File: src/hdl/hkix_pkg.sv
// hkix_pkg: shared constants, codes and types of the hashed key index
// depends on nothing; used by every module of the block
`timescale 1ns / 1ps

package hkix_pkg;

   localparam int SLOT_COUNT    = 1024;
   localparam int SLOT_W        = $clog2(SLOT_COUNT);
   localparam int MAX_KEY_BYTES = 32;
   localparam int KEY_CNT_W     = $clog2(MAX_KEY_BYTES + 2);
   localparam int KEY_LEN_W     = $clog2(MAX_KEY_BYTES + 1);
   localparam int KEY_BITS      = MAX_KEY_BYTES * 8;

   localparam int OFF_W   = 29;
   localparam int PL_W    = 29;
   localparam int CUR_W   = 30;
   localparam int ARENA_W = 29;
   localparam int LIMIT_W = 8;
   localparam int ROFF_W  = 28;

   localparam logic [63:0] FNV_BASIS    = 64'hcbf29ce484222325;
   localparam logic [63:0] FNV_PRIME_LO = 64'h1b3;
   localparam int          FNV_SHIFT    = 40;

   localparam logic [CUR_W-1:0]   DATA_START = CUR_W'(4096 + SLOT_COUNT * 8);
   localparam logic [ARENA_W-1:0] ARENA_CAP  = ARENA_W'(256 * 1024 * 1024);
   localparam logic [CUR_W-1:0]   CURSOR_MAX = {CUR_W{1'b1}};
   localparam logic [CUR_W-1:0]   HDR_BYTES  = CUR_W'(16);
   localparam logic [LIMIT_W-1:0] LIMIT_RESET = LIMIT_W'(128);

   typedef enum logic {
      CSR_ARENA_SIZE  = 1'b0,
      CSR_PROBE_LIMIT = 1'b1
   } csr_index_type;

   typedef enum logic [2:0] {
      ST_HIT        = 3'd0,
      ST_MISS       = 3'd1,
      ST_INSERTED   = 3'd2,
      ST_PRESENT    = 3'd3,
      ST_ARENA_FULL = 3'd4,
      ST_CONGESTED  = 3'd5,
      ST_TOO_LONG   = 3'd6
   } status_type;

   typedef enum logic [1:0] {
      SRC_ZERO,
      SRC_SLOT,
      SRC_NEW
   } src_type;

   typedef enum logic [3:0] {
      S_CLEAR,
      S_IDLE,
      S_START,
      S_PROBE,
      S_CHK1,
      S_CHK2,
      S_ALLOC,
      S_DECIDE,
      S_OUT
   } fsm_type;

   typedef struct packed {
      logic [OFF_W-1:0]     off;
      logic [KEY_LEN_W-1:0] klen;
      logic                 kind;
      logic [PL_W-1:0]      pl;
   } entry_type;

   typedef struct packed {
      logic       clr_wr;
      logic       byte_en;
      logic       chk1;
      logic       step;
      logic       alloc;
      logic       commit;
      logic       ins_wr;
      logic       res_en;
      status_type res_status;
      src_type    res_src;
      logic       out_load;
   } cmd_type;

   typedef struct packed {
      logic clr_last;
      logic too_long;
      logic limit_hit;
      logic slot_empty;
      logic slot_readable;
      logic slot_match;
      logic arena_full;
      logic mode;
      logic out_free;
   } stat_type;

endpackage

File: src/hdl/hkix_ctrl.sv
// hkix_ctrl: sequencer for key intake, probe walk, allocation and result
// depends on hkix_pkg; drives the datapath hkix_dp through cmd_type
`timescale 1ns / 1ps

module hkix_ctrl (
   input  logic              clock,
   input  logic              reset,
   input  logic              req_valid,
   input  logic              req_key_last,
   output logic              req_ready,
   input  hkix_pkg::stat_type stat,
   output hkix_pkg::cmd_type  cmd
);
   import hkix_pkg::*;

   fsm_type state_ff, state_in;
   logic    ins_ok_ff, ins_ok_in;

   always_ff @(posedge clock) begin
      if (reset) begin
         state_ff  <= S_CLEAR;
         ins_ok_ff <= 1'b0;
      end else begin
         state_ff  <= state_in;
         ins_ok_ff <= ins_ok_in;
      end
   end

   always_comb begin
      state_in  = state_ff;
      ins_ok_in = ins_ok_ff;
      cmd       = '0;
      req_ready = 1'b0;
      case (state_ff)
         S_CLEAR: begin
            cmd.clr_wr = 1'b1;
            if (stat.clr_last) state_in = S_IDLE;
         end
         S_IDLE: begin
            req_ready   = 1'b1;
            cmd.byte_en = req_valid;
            if (req_valid && req_key_last) state_in = S_START;
         end
         S_START: begin
            if (stat.too_long) begin
               cmd.res_en     = 1'b1;
               cmd.res_status = ST_TOO_LONG;
               cmd.res_src    = SRC_ZERO;
               state_in       = S_OUT;
            end else begin
               state_in = S_PROBE;
            end
         end
         S_PROBE: begin
            if (stat.limit_hit) begin
               if (stat.mode) begin
                  ins_ok_in = 1'b0;
                  state_in  = S_ALLOC;
               end else begin
                  cmd.res_en     = 1'b1;
                  cmd.res_status = ST_MISS;
                  cmd.res_src    = SRC_ZERO;
                  state_in       = S_OUT;
               end
            end else begin
               state_in = S_CHK1;
            end
         end
         S_CHK1: begin
            cmd.chk1 = 1'b1;
            state_in = S_CHK2;
         end
         S_CHK2: begin
            if (stat.slot_empty || !stat.slot_readable) begin
               if (stat.mode) begin
                  ins_ok_in = stat.slot_empty;
                  state_in  = S_ALLOC;
               end else begin
                  cmd.res_en     = 1'b1;
                  cmd.res_status = ST_MISS;
                  cmd.res_src    = SRC_ZERO;
                  state_in       = S_OUT;
               end
            end else if (stat.slot_match) begin
               cmd.res_en     = 1'b1;
               cmd.res_status = stat.mode ? ST_PRESENT : ST_HIT;
               cmd.res_src    = SRC_SLOT;
               state_in       = S_OUT;
            end else begin
               cmd.step = 1'b1;
               state_in = S_PROBE;
            end
         end
         S_ALLOC: begin
            cmd.alloc = 1'b1;
            state_in  = S_DECIDE;
         end
         S_DECIDE: begin
            cmd.commit = 1'b1;
            cmd.res_en = 1'b1;
            if (stat.arena_full) begin
               cmd.res_status = ST_ARENA_FULL;
               cmd.res_src    = SRC_ZERO;
            end else if (ins_ok_ff) begin
               cmd.ins_wr     = 1'b1;
               cmd.res_status = ST_INSERTED;
               cmd.res_src    = SRC_NEW;
            end else begin
               cmd.res_status = ST_CONGESTED;
               cmd.res_src    = SRC_ZERO;
            end
            state_in = S_OUT;
         end
         S_OUT: begin
            if (stat.out_free) begin
               cmd.out_load = 1'b1;
               state_in     = S_IDLE;
            end
         end
         default: begin
            state_in = S_IDLE;
         end
      endcase
   end

endmodule

File: config.mk
export PLATFORM = sky130hd
export DESIGN_NAME = hkix_ctrl
export DESIGN_NICKNAME = d
export VERILOG_FILES = /design/src/hdl/hkix_pkg.sv /design/src/hdl/hkix_ctrl.sv
export SDC_FILE = /design/constraint.sdc
export NUM_CORES = 1
export LEC_CHECK = 0
export BUFFER_PORTS_ARGS = -buffer_cell sky130_fd_sc_hd__buf_2
export CORE_AREA = 2 2 39 41
export CTS_CLUSTER_DIAMETER = 120
export CTS_CLUSTER_SIZE = 20
export DETAILED_ROUTE_END_ITERATION = 10
export DIE_AREA = 0 0 41 43
export GPL_TIMING_DRIVEN = 0
export PLACE_DENSITY = 0.73
export SYNTH_ARGS = -nofsm -noshare
export SYNTH_HDL_FRONTEND = slang
export SYNTH_SLANG_ARGS = --single-unit
File: constraint.sdc
create_clock -name clock -period 1.75 [get_ports clock]
set_input_delay 0.35 -clock clock [delete_from_list [all_inputs] [get_ports clock]]
set_output_delay 0.35 -clock clock [all_outputs]
set_load 0.01 [all_outputs]
* Word-level counts from Yosys, hierarchy flattened
Cells that the tools add are included.
Widths: inputs -> output; s select.
** Cells by class
- Equality and inequality tests :: 15
- Mux-type cells :: 36
- Reductions and logical operators :: 7
** Operators by type and width (count)
- $pmux 4 s9 :: 1
- $mux 4 :: 8
- $mux 6 :: 5
- $pmux 6 s4 :: 1
- $eq 4x3->1 const B :: 4
- $mux 1 :: 16
- $ne 2x2->1 const B :: 7
- $mux 5 :: 2
- $eq 4x2->1 const B :: 2
- $reduce_and 5->1 :: 1
- $eq 4x1->1 const B :: 1
- $eq 4x4->1 const B :: 1
- $logic_not 4->1 :: 1
- $mux 2 :: 2
- $reduce_and 3->1 :: 1
- $pmux 1 s2 :: 1
- $reduce_bool 2->1 :: 1
- $logic_and 1x1->1 :: 1
- $logic_not 1->1 :: 1
- $logic_or 1x1->1 :: 1
** Word-level totals
- Input bits :: 13
- Word-level logic and storage cells :: 60
- Register bits after elaboration :: 5

* Logic depth before layout (Yosys ltp)
Gate-level depths: netlist of the first run.
- Word-level depth :: 4
- Gate-level depth with buffers :: 5
- Depth with buffers taken out :: 4

* Worst setup path after synthesis of the first run
OpenSTA, ideal clock, no wires.
- Path kind :: flip-flop to output port
- Start point :: register state_ff[0]
- End point :: output cmd[12] (netlist name)
- Data arrival time :: 1.232 ns
- Stages on the path, launching flop included :: 5
- Path slack :: 0.168 ns
- Path buffers :: 1
- Cell sequence :: dfxtp_1 -> buf_2 -> nor2b_1 -> nor3b_1 -> and2_1
** RTL lines
- from (decl) :: RTL line hkix_ctrl.sv:16 : fsm_type state_ff, state_in;
- from (signal assigned) :: RTL line hkix_ctrl.sv:24 : state_ff <= state_in;
- to (decl) :: RTL line hkix_ctrl.sv:12 : output hkix_pkg::cmd_type cmd

==> flow_summary.json, run 1 <==
{
  "hold_path.class": "input pin to flip-flop",
  "cts_buffer_depth": 2,
  "cp.required_ns": 1.40,
  "synth_top_area_share": 0.184,
  "cts_root_buffer": "clkbuf_4",
  "num_antenna_cells": 0,
  "dpl_cell_area_um2": 699,
  "synthArstFlopShare": 0,
  "wl_per_cell_um": 12.6,
  "cts_tree": "built",
  "drive_gt1_frac": 0.473,
  "p_int_uw": 243,
  "post-route-period-util": 1.00,
  "powerDensity_nw_per_um2": 414,
  "yosysUniqueCellTypes": 34,
  "yosys_most_used_dff": "dfxtp_1",
  "drc": 0,
  "finalPower_uw": 339,
  "hold_viol": 0,
  "cts_inserted_buffers": 3,
  "finalWirelength_mm": 1.62,
  "ys_seq_area_frac": 0.184,
  "ios": 28,
  "netlist_top_cells_count": "nor2b_1 (8), nor2_1 (7)",
  "drv_slew": 0,
  "vias": 719,
  "post-place-ws_ns": 0.0907,
  "grt_max_degree": 11,
  "worstSkewPairLatency_ns": 0.24,
  "synth_seq_cells": 5,
  "area_growth_pct": 50.1,
  "yosysMostFrequentCell": "nor2b_1",
  "start_util": 0.393,
  "path_class": "flip-flop to output pin",
  "finalSetupViolCount": 1,
  "timing.hold.ws_ns": 0.351,
  "path_clk_slew_ns": 0.04,
  "fin_crit_ns": 1.75,
  "grt_pass1_vias": 655,
  "dp_hpwl_mm": 1.14,
  "fin_util": 0.590,
  "fin_area_um2": 817,
  "htreeDepth": 1,
  "rsz0062_at_grt": "true",
  "skew_ns": 0.000714,
  "avgSynthCellArea_um2": 7.16,
  "synth-edff-count": 0,
  "yosys_warnings": 0,
  "drv_cap": 0,
  "cts_hold_buf": 0,
  "crit_path_max_fanout": 2,
  "die_area_um2": 1760,
  "fp-row-count": 14,
  "p_seq_frac": 0.358,
  "synth_nets": 89,
  "failed_checks": "setup timing",
  "netSwitchingPower_uw": 96.0,
  "peakVddDrop_v": 0.000295,
  "fp.dieW_um": 41,
  "synthCells": 76,
  "postLayoutSetupSlackWorst_ns": -0.00360,
  "pwr-share-comb": 0.246,
  "numPortBuffers": 27,
  "synth_area_leader_cell": "dfxtp_1",
  "grt-ovfl-total": 0,
  "max_slew.worst_pin.slew_ns": 0.263,
  "critPathLaunchType": "flip-flop",
  "critPathCaptureType": "output pin",
  "coreArea_um2": 1380,
  "synth.cell_area_um2": 544,
  "power_frac_clock": 0.396,
  "relSlewSlack": 0.825,
  "dr.pass1.iters": 4,
  "swShare": 0.284,
  "clock_sinks": 5,
  "drt_iter0_drc": 15,
  "grt_pass1_wl_mm": 2.63,
  "die_h_um": 43,
  "critical_path_arrival_ns": 1.40,
  "track_usage": 0.216,
  "final_nets": 126,
  "fmax_mhz": 570,
  "status": "finished, violations left",
  "place_congestion": 0.859,
  "antenna_found_initial": 0,
  "leakage_uw": 0.000396,
  "synth.area.top_cells": "dfxtp_1 (18%), nor2b_1 (9.2%), nand2b_1 (5.7%)",
  "vias_per_cell": 5.62,
  "drtAntennaViolNets": 0
}
==> stage by stage <==
step,setup TNS (ns),instances
2_1_floorplan,0,76
3_3_place_gp,0,119
3_5_place_dp,0,119
4_1_cts,-0.0226,128
5_1_grt,-0.201,128
6_report,-0.00360,128
==> cells in the final DEF (no fill, tap or decap), types with 2 or more instances in the layout <==
cell	instances
inv_1	3
a31oi_1	3
clkbuf_4	4
or3_1	2
o21a_1	2
nand2_1	4
nand3b_1	3
dfxtp_4	2
o21ai_0	2
dfxtp_2	2
nor2b_1	7
nand2b_1	5
nor3_1	3
buf_2	29
nor2_1	6
buf_4	6
==> power by group through the flow <==
stage	sequential (uW)	clock [uW]	combinational, uW
finish	121	134	83.2
global placement	120	0	77.9
global route	122	142	91.6
CTS	121	140	79.3
detailed placement	120	0	79.5
floorplan	120	0	45.8
==> metal layers <==
layer | GRT usage | up-vias | wire length (um)
met5 | 0 | - | 0
met4 | 0.127 | 0 | 36
met3 | 0.0419 | 4 | 49
met2 | 0.331 | 17 | 841
met1 | 0.264 | 347 | 689
li1 | - | 351 | -
==> what timing repair did <==
| item | CTS | global route |
|---|---|---|
| buffers inserted | 6 | 0 |
| setup endpoints to repair | 6 | 5 |
| resized for setup | 10 | 7 |
| pin swaps | 2 | 3 |
==> worst max-delay path: stages, from the launching register on <==
cell and delay (ns):
dfxtp_2 0.31, and2b_1 0.23, nand3_2 0.07, or3_1 0.31, o221ai_1 0.08, buf_2 0.16
==> final cells by class <==
cell class	count	area, um2
Fill cell	130	567
Multi-Input combinational cell	63	440
Timing Repair Buffer	33	184
Sequential cell	5	110
Clock buffer	4	26.3
Buffer	4	25.0
Tap cell	16	20.0
Inverter	3	11.3
==> cells by family (layout without fill, tap and decap cells) <==
| logic type | count (synthesis) | after routing | share of synthesized area |
|---|---|---|---|
| and+or+nand+nor | 44 | 44 | 0.476 |
| AOI/OAI and AO/OA | 18 | 18 | 0.255 |
| buffers and inverters | 8 | 44 | 0.0667 |
| DFF | 5 | 5 | 0.184 |
| muxes | 1 | 1 | 0.0184 |
==> flip-flops by register name, summed over array words and instances (netlist names) <==
name and cells:
ins_ok_ff 1, state_ff 4
==> path summary, 6_finish.rpt <==
kind | start | endpoint | slack [ns] | depth (start not counted)
hold reg to reg | ins_ok_ff$_SDFFE_PP0P_ | ins_ok_ff$_SDFFE_PP0P_ | 0.50 | 2
setup reg to reg | state_ff[3]$_SDFFE_PP0P_ | state_ff[2]$_SDFFE_PP0P_ | 0.43 | 5
hold / removal | reset | state_ff[3]$_SDFFE_PP0P_ | 0.35 | 2
setup / recovery | state_ff[3]$_SDFFE_PP0P_ | cmd[3] | -0.004 | 5
Note: power is estimated with default switching activity, not from simulation.
==> run 2, diff against run 1 <==
- CORE_AREA: 2 2 39 41 -> default
- CORE_MARGIN: default -> 2
- CORE_UTILIZATION: default -> 39
- DIE_AREA: 0 0 41 43 -> default
- clock period: 1.75 -> 1.4 ns (I/O delays scaled with it)
==> run 2 against run 1 <==
The run still ends with setup timing left. Via count is 1.1% lower. Largest cell class unchanged. Critical path depth stayed put. Flip-flop and latch count stayed put. Sequential power is 22% higher. Register-to-register slack worse by 0.38 ns. Worst setup slack worse by 0.31 ns. Routed wire length is 11% higher. Highest routed layer is now met3. Non-clock buffer count is 6 higher. Combinational power is 62% higher.
==> flow_summary.json, run 2 (synthesized netlist as in run 1, its figures left out) <==
{
  "swShare": 0.287,
  "mostFrequentLayoutCell": "buf_2",
  "post-route-period-util": 1.22,
  "relSlewSlack": 0.841,
  "critical_path_arrival_ns": 1.43,
  "worstSkewPairLatency_ns": 0.24,
  "status": "finished, violations left",
  "grt_pass1_wl_mm": 2.40,
  "wl_per_cell_um": 13.4,
  "start_util": 0.418,
  "final_cell_mix": "buf_2 (26), buf_4 (13), nor2b_1 (6)",
  "finalWirelength_mm": 1.79,
  "drv_cap": 0,
  "final_nets": 132,
  "max_slew.worst_pin.slew_ns": 0.238,
  "dp_hpwl_mm": 1.15,
  "fp-row-count": 13,
  "ios": 28,
  "fill_cells": 101,
  "p_int_uw": 319,
  "cp_cell_sequence": "and2b_1 -> nand2_1 -> nor2_2 -> a221o_1 -> buf_2",
  "vias_per_cell": 5.35,
  "power_frac_clock": 0.367,
  "cts_tree": "built",
  "num_antenna_cells": 0,
  "track_usage": 0.220,
  "crit_path_max_fanout": 7,
  "hold_path.class": "input pin to flip-flop",
  "powerDensity_nw_per_um2": 466,
  "critPathMaxStageDelay_ns": 0.37,
  "hold_viol": 0,
  "die_area_um2": 1710,
  "drive_gt1_frac": 0.568,
  "regMostFlops": "state_ff",
  "p_seq_frac": 0.331,
  "fin_crit_ns": 1.71,
  "path_class": "flip-flop to output pin",
  "cts_inserted_buffers": 3,
  "skew_ns": 0.00357,
  "clock_sinks": 5,
  "multi_input_comb_area_um2": 517,
  "drtAntennaViolNets": 0,
  "cts_root_buffer": "clkbuf_4",
  "die_h_um": 41.4,
  "place_congestion": 0.843,
  "cts_buffer_depth": 2,
  "dr.pass1.iters": 4,
  "failed_checks": "setup timing",
  "area_growth_pct": 76.6,
  "vias": 711,
  "drc": 0,
  "numPortBuffers": 27,
  "dp_cells": 118,
  "reg.largest.list": "state_ff (4), ins_ok_ff (1)",
  "post-place-ws_ns": -0.198,
  "peakVddDrop_v": 0.000518,
  "seqCellArea_um2": 115,
  "finalSetupViolCount": 15,
  "coreArea_um2": 1300,
  "largest_reg_flops": 4,
  "fp.dieW_um": 41.4,
  "slowest_stage": "dfxtp_4",
  "leakage_uw": 0.000445,
  "fmax_mhz": 583,
  "grt_max_degree": 11,
  "cp.required_ns": 1.12,
  "netSwitchingPower_uw": 128,
  "htreeDepth": 1,
  "path_clk_slew_ns": 0.04,
  "grt-ovfl-total": 0,
  "drv_slew": 0,
  "layout.cells.non_filler": 133,
  "pwr-share-comb": 0.302,
  "critPathCaptureType": "output pin",
  "drt_iter0_drc": 13,
  "rsz0062_at_grt": "true",
  "postLayoutSetupSlackWorst_ns": -0.315,
  "critPathLaunchType": "flip-flop",
  "antenna_found_initial": 0,
  "grt_pass1_vias": 586
}
-- run 2: critical path, delay by kind of cell, from the launching register on --
kind,cells,cell delay [ns]
compound gates,1,0.33
buf+inv,1,0.14
flops,1,0.37
simple gates,3,0.37
-- run 2: path summary, 6_finish.rpt --
check / to / startpoint / slack [ns] / cells past startpoint
setup reg to reg: state_ff[2]$_SDFFE_PP0P_ / state_ff[3]$_SDFFE_PP0P_ / 0.05 / 5
hold / removal: state_ff[3]$_SDFFE_PP0P_ / reset / 0.30 / 2
hold reg to reg: ins_ok_ff$_SDFFE_PP0P_ / ins_ok_ff$_SDFFE_PP0P_ / 0.51 / 2
setup / recovery: cmd[4] / state_ff[2]$_SDFFE_PP0P_ / -0.31 / 5
-- run 2: repair_timing --
item | CTS | global route
hold buffers | 0 | 0
resized for setup | 32 | 7
setup buffers | 10 | 4
pin swaps | 8 | 3
endpoints found under the setup margin | 15 | 15
-- run 2: final cells by class --
cell class | instances | area share
plain buffers | 3 | 0.0312
multi-input cells | 63 | 0.538
flip-flops and latches | 5 | 0.120
repair buffers | 40 | 0.253
clock buffers | 4 | 0.0273
well taps | 15 | 0.0195
inverters | 3 | 0.0117
-- run 2: per-layer routing --
layer  wire length, um  up-vias  share of wire  track usage
met4                 0        0              0            0
met1               798      326           0.45        0.260
met3                84        0          0.047       0.0798
li1                  -      364              -            -
met2               904       21           0.51        0.402
met5                 0        -              0            0
-- run 2: per-stage QoR --
stage | utilization | instance area, um2 | power, uW | hold slack (ns) | setup TNS [ns]
floorplan | - | 552 | 208 | 0.349 | 0
global placement | 0.542 | 706 | 248 | 0.502 | -0.407
detailed placement | 0.542 | 706 | 249 | 0.505 | -0.510
CTS | 0.704 | 916 | 449 | 0.276 | -2.43
global route | 0.738 | 961 | 489 | 0.267 | -3.53
finish | 0.738 | 961 | 448 | 0.296 | -2.41
-- run 2: power groups by stage --
stage	combinational [uW]	sequential, uW	clock (uW)
2_1_floorplan	58.2	150	0
6_report	135	148	164
4_1_cts	128	149	171
5_1_grt	147	148	194
3_5_place_dp	99.2	150	0
3_3_place_gp	97.7	150	0
==> run 3, diff against run 2 <==
- ABC_AREA: default -> 1
- CORE_UTILIZATION: 39 -> 38
==> run 3 against run 2 <==
The run still ends with setup timing left. Clock-buffer cell count unchanged. Synthesized cell count up 28%. Register-to-register slack better by 0.13 ns. Flip-flop and latch count unchanged. First-iteration DRC count down 31%. Critical path type unchanged. Critical endpoint is now cmd[6].
==> flow_summary.json, run 3 <==
{
  "status": "finished, violations left",
  "failed_checks": "setup timing",
  "dpl_cell_area_um2": 661,
  "rsz0062_at_grt": "true",
  "cts_inserted_buffers": 3,
  "postLayoutSetupSlackWorst_ns": -0.161,
  "path_clk_slew_ns": 0.04,
  "fin_area_um2": 836,
  "fin_crit_ns": 1.56,
  "yosys_warnings": 0,
  "die_h_um": 40.5,
  "drc": 0,
  "dp_hpwl_mm": 1.12,
  "synthArstFlopShare": 0,
  "fin_util": 0.659,
  "critPathLaunchType": "flip-flop",
  "crit_path_max_fanout": 5,
  "dr.pass1.iters": 4,
  "final_cell_mix": "buf_2 (25), nand2_1 (18), inv_1 (15)",
  "die_area_um2": 1640,
  "ys_seq_area_frac": 0.198,
  "max_slew.worst_pin.slew_ns": 0.211,
  "grt_max_degree": 8,
  "cts_tree": "built",
  "synthCells": 97,
  "synth_nets": 110,
  "drv_slew": 0,
  "fp.dieW_um": 40.5,
  "synth.area.top_cells": "dfxtp_1 (20%), inv_1 (16%), nand2_1 (16%)",
  "cts_buffer_depth": 2,
  "post-place-ws_ns": -0.0370,
  "synth_top_area_share": 0.198,
  "critical_path_arrival_ns": 1.28,
  "finalWirelength_mm": 1.55,
  "synth.cell_area_um2": 507,
  "fp-row-count": 13,
  "post-route-period-util": 1.12,
  "path_class": "flip-flop to output pin",
  "leakage_uw": 0.000513,
  "drtAntennaViolNets": 0,
  "vias": 725,
  "drive_gt1_frac": 0.463,
  "drt_iter0_drc": 9,
  "skew_ns": 0.00452,
  "hold_viol": 0,
  "clock_sinks": 5,
  "synth_area_leader_cell": "dfxtp_1",
  "regMostFlops": "state_ff",
  "yosysUniqueCellTypes": 18,
  "drv_cap": 0,
  "antenna_found_initial": 0,
  "reg.largest.list": "state_ff (4), ins_ok_ff (1)",
  "coreArea_um2": 1270,
  "track_usage": 0.199,
  "htreeDepth": 1,
  "final_nets": 148,
  "critPathCaptureType": "output pin",
  "synth-edff-count": 0,
  "start_util": 0.399,
  "avgSynthCellArea_um2": 5.22,
  "grt_pass1_vias": 555,
  "finalSetupViolCount": 9,
  "synth_seq_cells": 5,
  "netlist_top_cells_count": "inv_1 (21), nand2_1 (21), nor2_1 (19)",
  "mostFrequentLayoutCell": "buf_2",
  "largest_reg_flops": 4,
  "area_growth_pct": 64.9,
  "place_congestion": 0.797,
  "grt-ovfl-total": 0,
  "num_antenna_cells": 0,
  "cts_root_buffer": "clkbuf_4",
  "peakVddDrop_v": 0.000575,
  "ios": 28,
  "hold_path.class": "input pin to flip-flop",
  "worstSkewPairLatency_ns": 0.24,
  "fmax_mhz": 641,
  "yosys_most_used_dff": "dfxtp_1",
  "powerDensity_nw_per_um2": 1150,
  "vias_per_cell": 4.87,
  "wl_per_cell_um": 10.4,
  "grt_pass1_wl_mm": 2.16,
  "cp.required_ns": 1.12,
  "relSlewSlack": 0.859,
  "numPortBuffers": 27
}
==> run 3: cell count changes after synthesis, moves of 4 or more <==
| cell | before | now |
|---|---|---|
| nand3_1 | 1 | 15 |
| inv_1 | 3 | 21 |
| nor2b_1 | 8 | 0 |
| buf_2 | 5 | 0 |
| nor2_1 | 7 | 19 |
| nand2b_1 | 5 | 0 |
| nor3_1 | 4 | 0 |
| nand2_1 | 5 | 21 |
==> run 3: path summary, 6_finish.rpt <==
kind                                          startpoint                  endpoint  slack [ns]  cells after the start
worst min-delay path                               reset  state_ff[1]$_SDFFE_PP0P_        0.24                      2
worst min register to register    ins_ok_ff$_SDFFE_PP0P_    ins_ok_ff$_SDFFE_PP0P_        0.57                      4
worst max-delay path            state_ff[3]$_SDFFE_PP0P_                    cmd[6]       -0.16                      8
worst max register to register  state_ff[0]$_SDFFE_PP0P_    ins_ok_ff$_SDFFE_PP0P_        0.18                      6
==> run 3: area by class of cell <==
class	count	area, um2
clock buffers	4	26.3
flip-flops and latches	5	113
well taps	15	18.8
repair buffers	33	196
multi-input cells	70	394
fillers	123	433
inverters	22	87.6
==> run 3: metal layers <==
metal / global-route usage / wire length, um / vias to the layer above
li1: - / - / 379
met1: 0.221 / 659 / 334
met2: 0.369 / 856 / 12
met3: 0.0167 / 35 / 0
met4: 0.100 / 0 / 0
met5: 0 / 0 / -
==> run 3: timing repair <==
action | 4_1_cts | 5_1_grt
endpoints found under the setup margin | 13 | 15
setup buffers | 4 | 2
resized for setup | 29 | 9
pin swaps | 7 | 5
hold buffers | 0 | 0
==> run 3: logic make-up after synthesis <==
group,count (synthesis),share of synthesized area
AOI/OAI and AO/OA,8,0.0988
buffers and inverters,22,0.163
DFF,5,0.198
and+or+nand+nor,62,0.541
==> run 3: worst max-delay path, cell delays in order, from the launching register on <==
cell and delay (ns):
dfxtp_4 0.38, inv_4 0.04, nand2_4 0.08, inv_4 0.05, nand2_2 0.08, nand3_1 0.10
nor2_2 0.13, inv_1 0.05, buf_2 0.13
==> run 3: per-stage QoR <==
step,cells,power (uW),TNS (ns),hold WS (ns)
2_1_floorplan,97,489,0,0.349
3_3_place_gp,139,613,-0.0222,0.496
3_5_place_dp,139,618,-0.0370,0.499
4_1_cts,147,915,-0.672,0.234
5_1_grt,149,1040,-1.66,0.245
6_report,149,959,-0.707,0.244
==> run 3: where the power goes <==
group / leakage, uW / internal, uW / switching (uW) / total [uW]
logic: 0.000454 / 230 / 336 / 566
registers: 0.0000433 / 179 / 48.9 / 228
clock network: 0.0000150 / 108 / 56.8 / 164
total: 0.000513 / 517 / 442 / 959
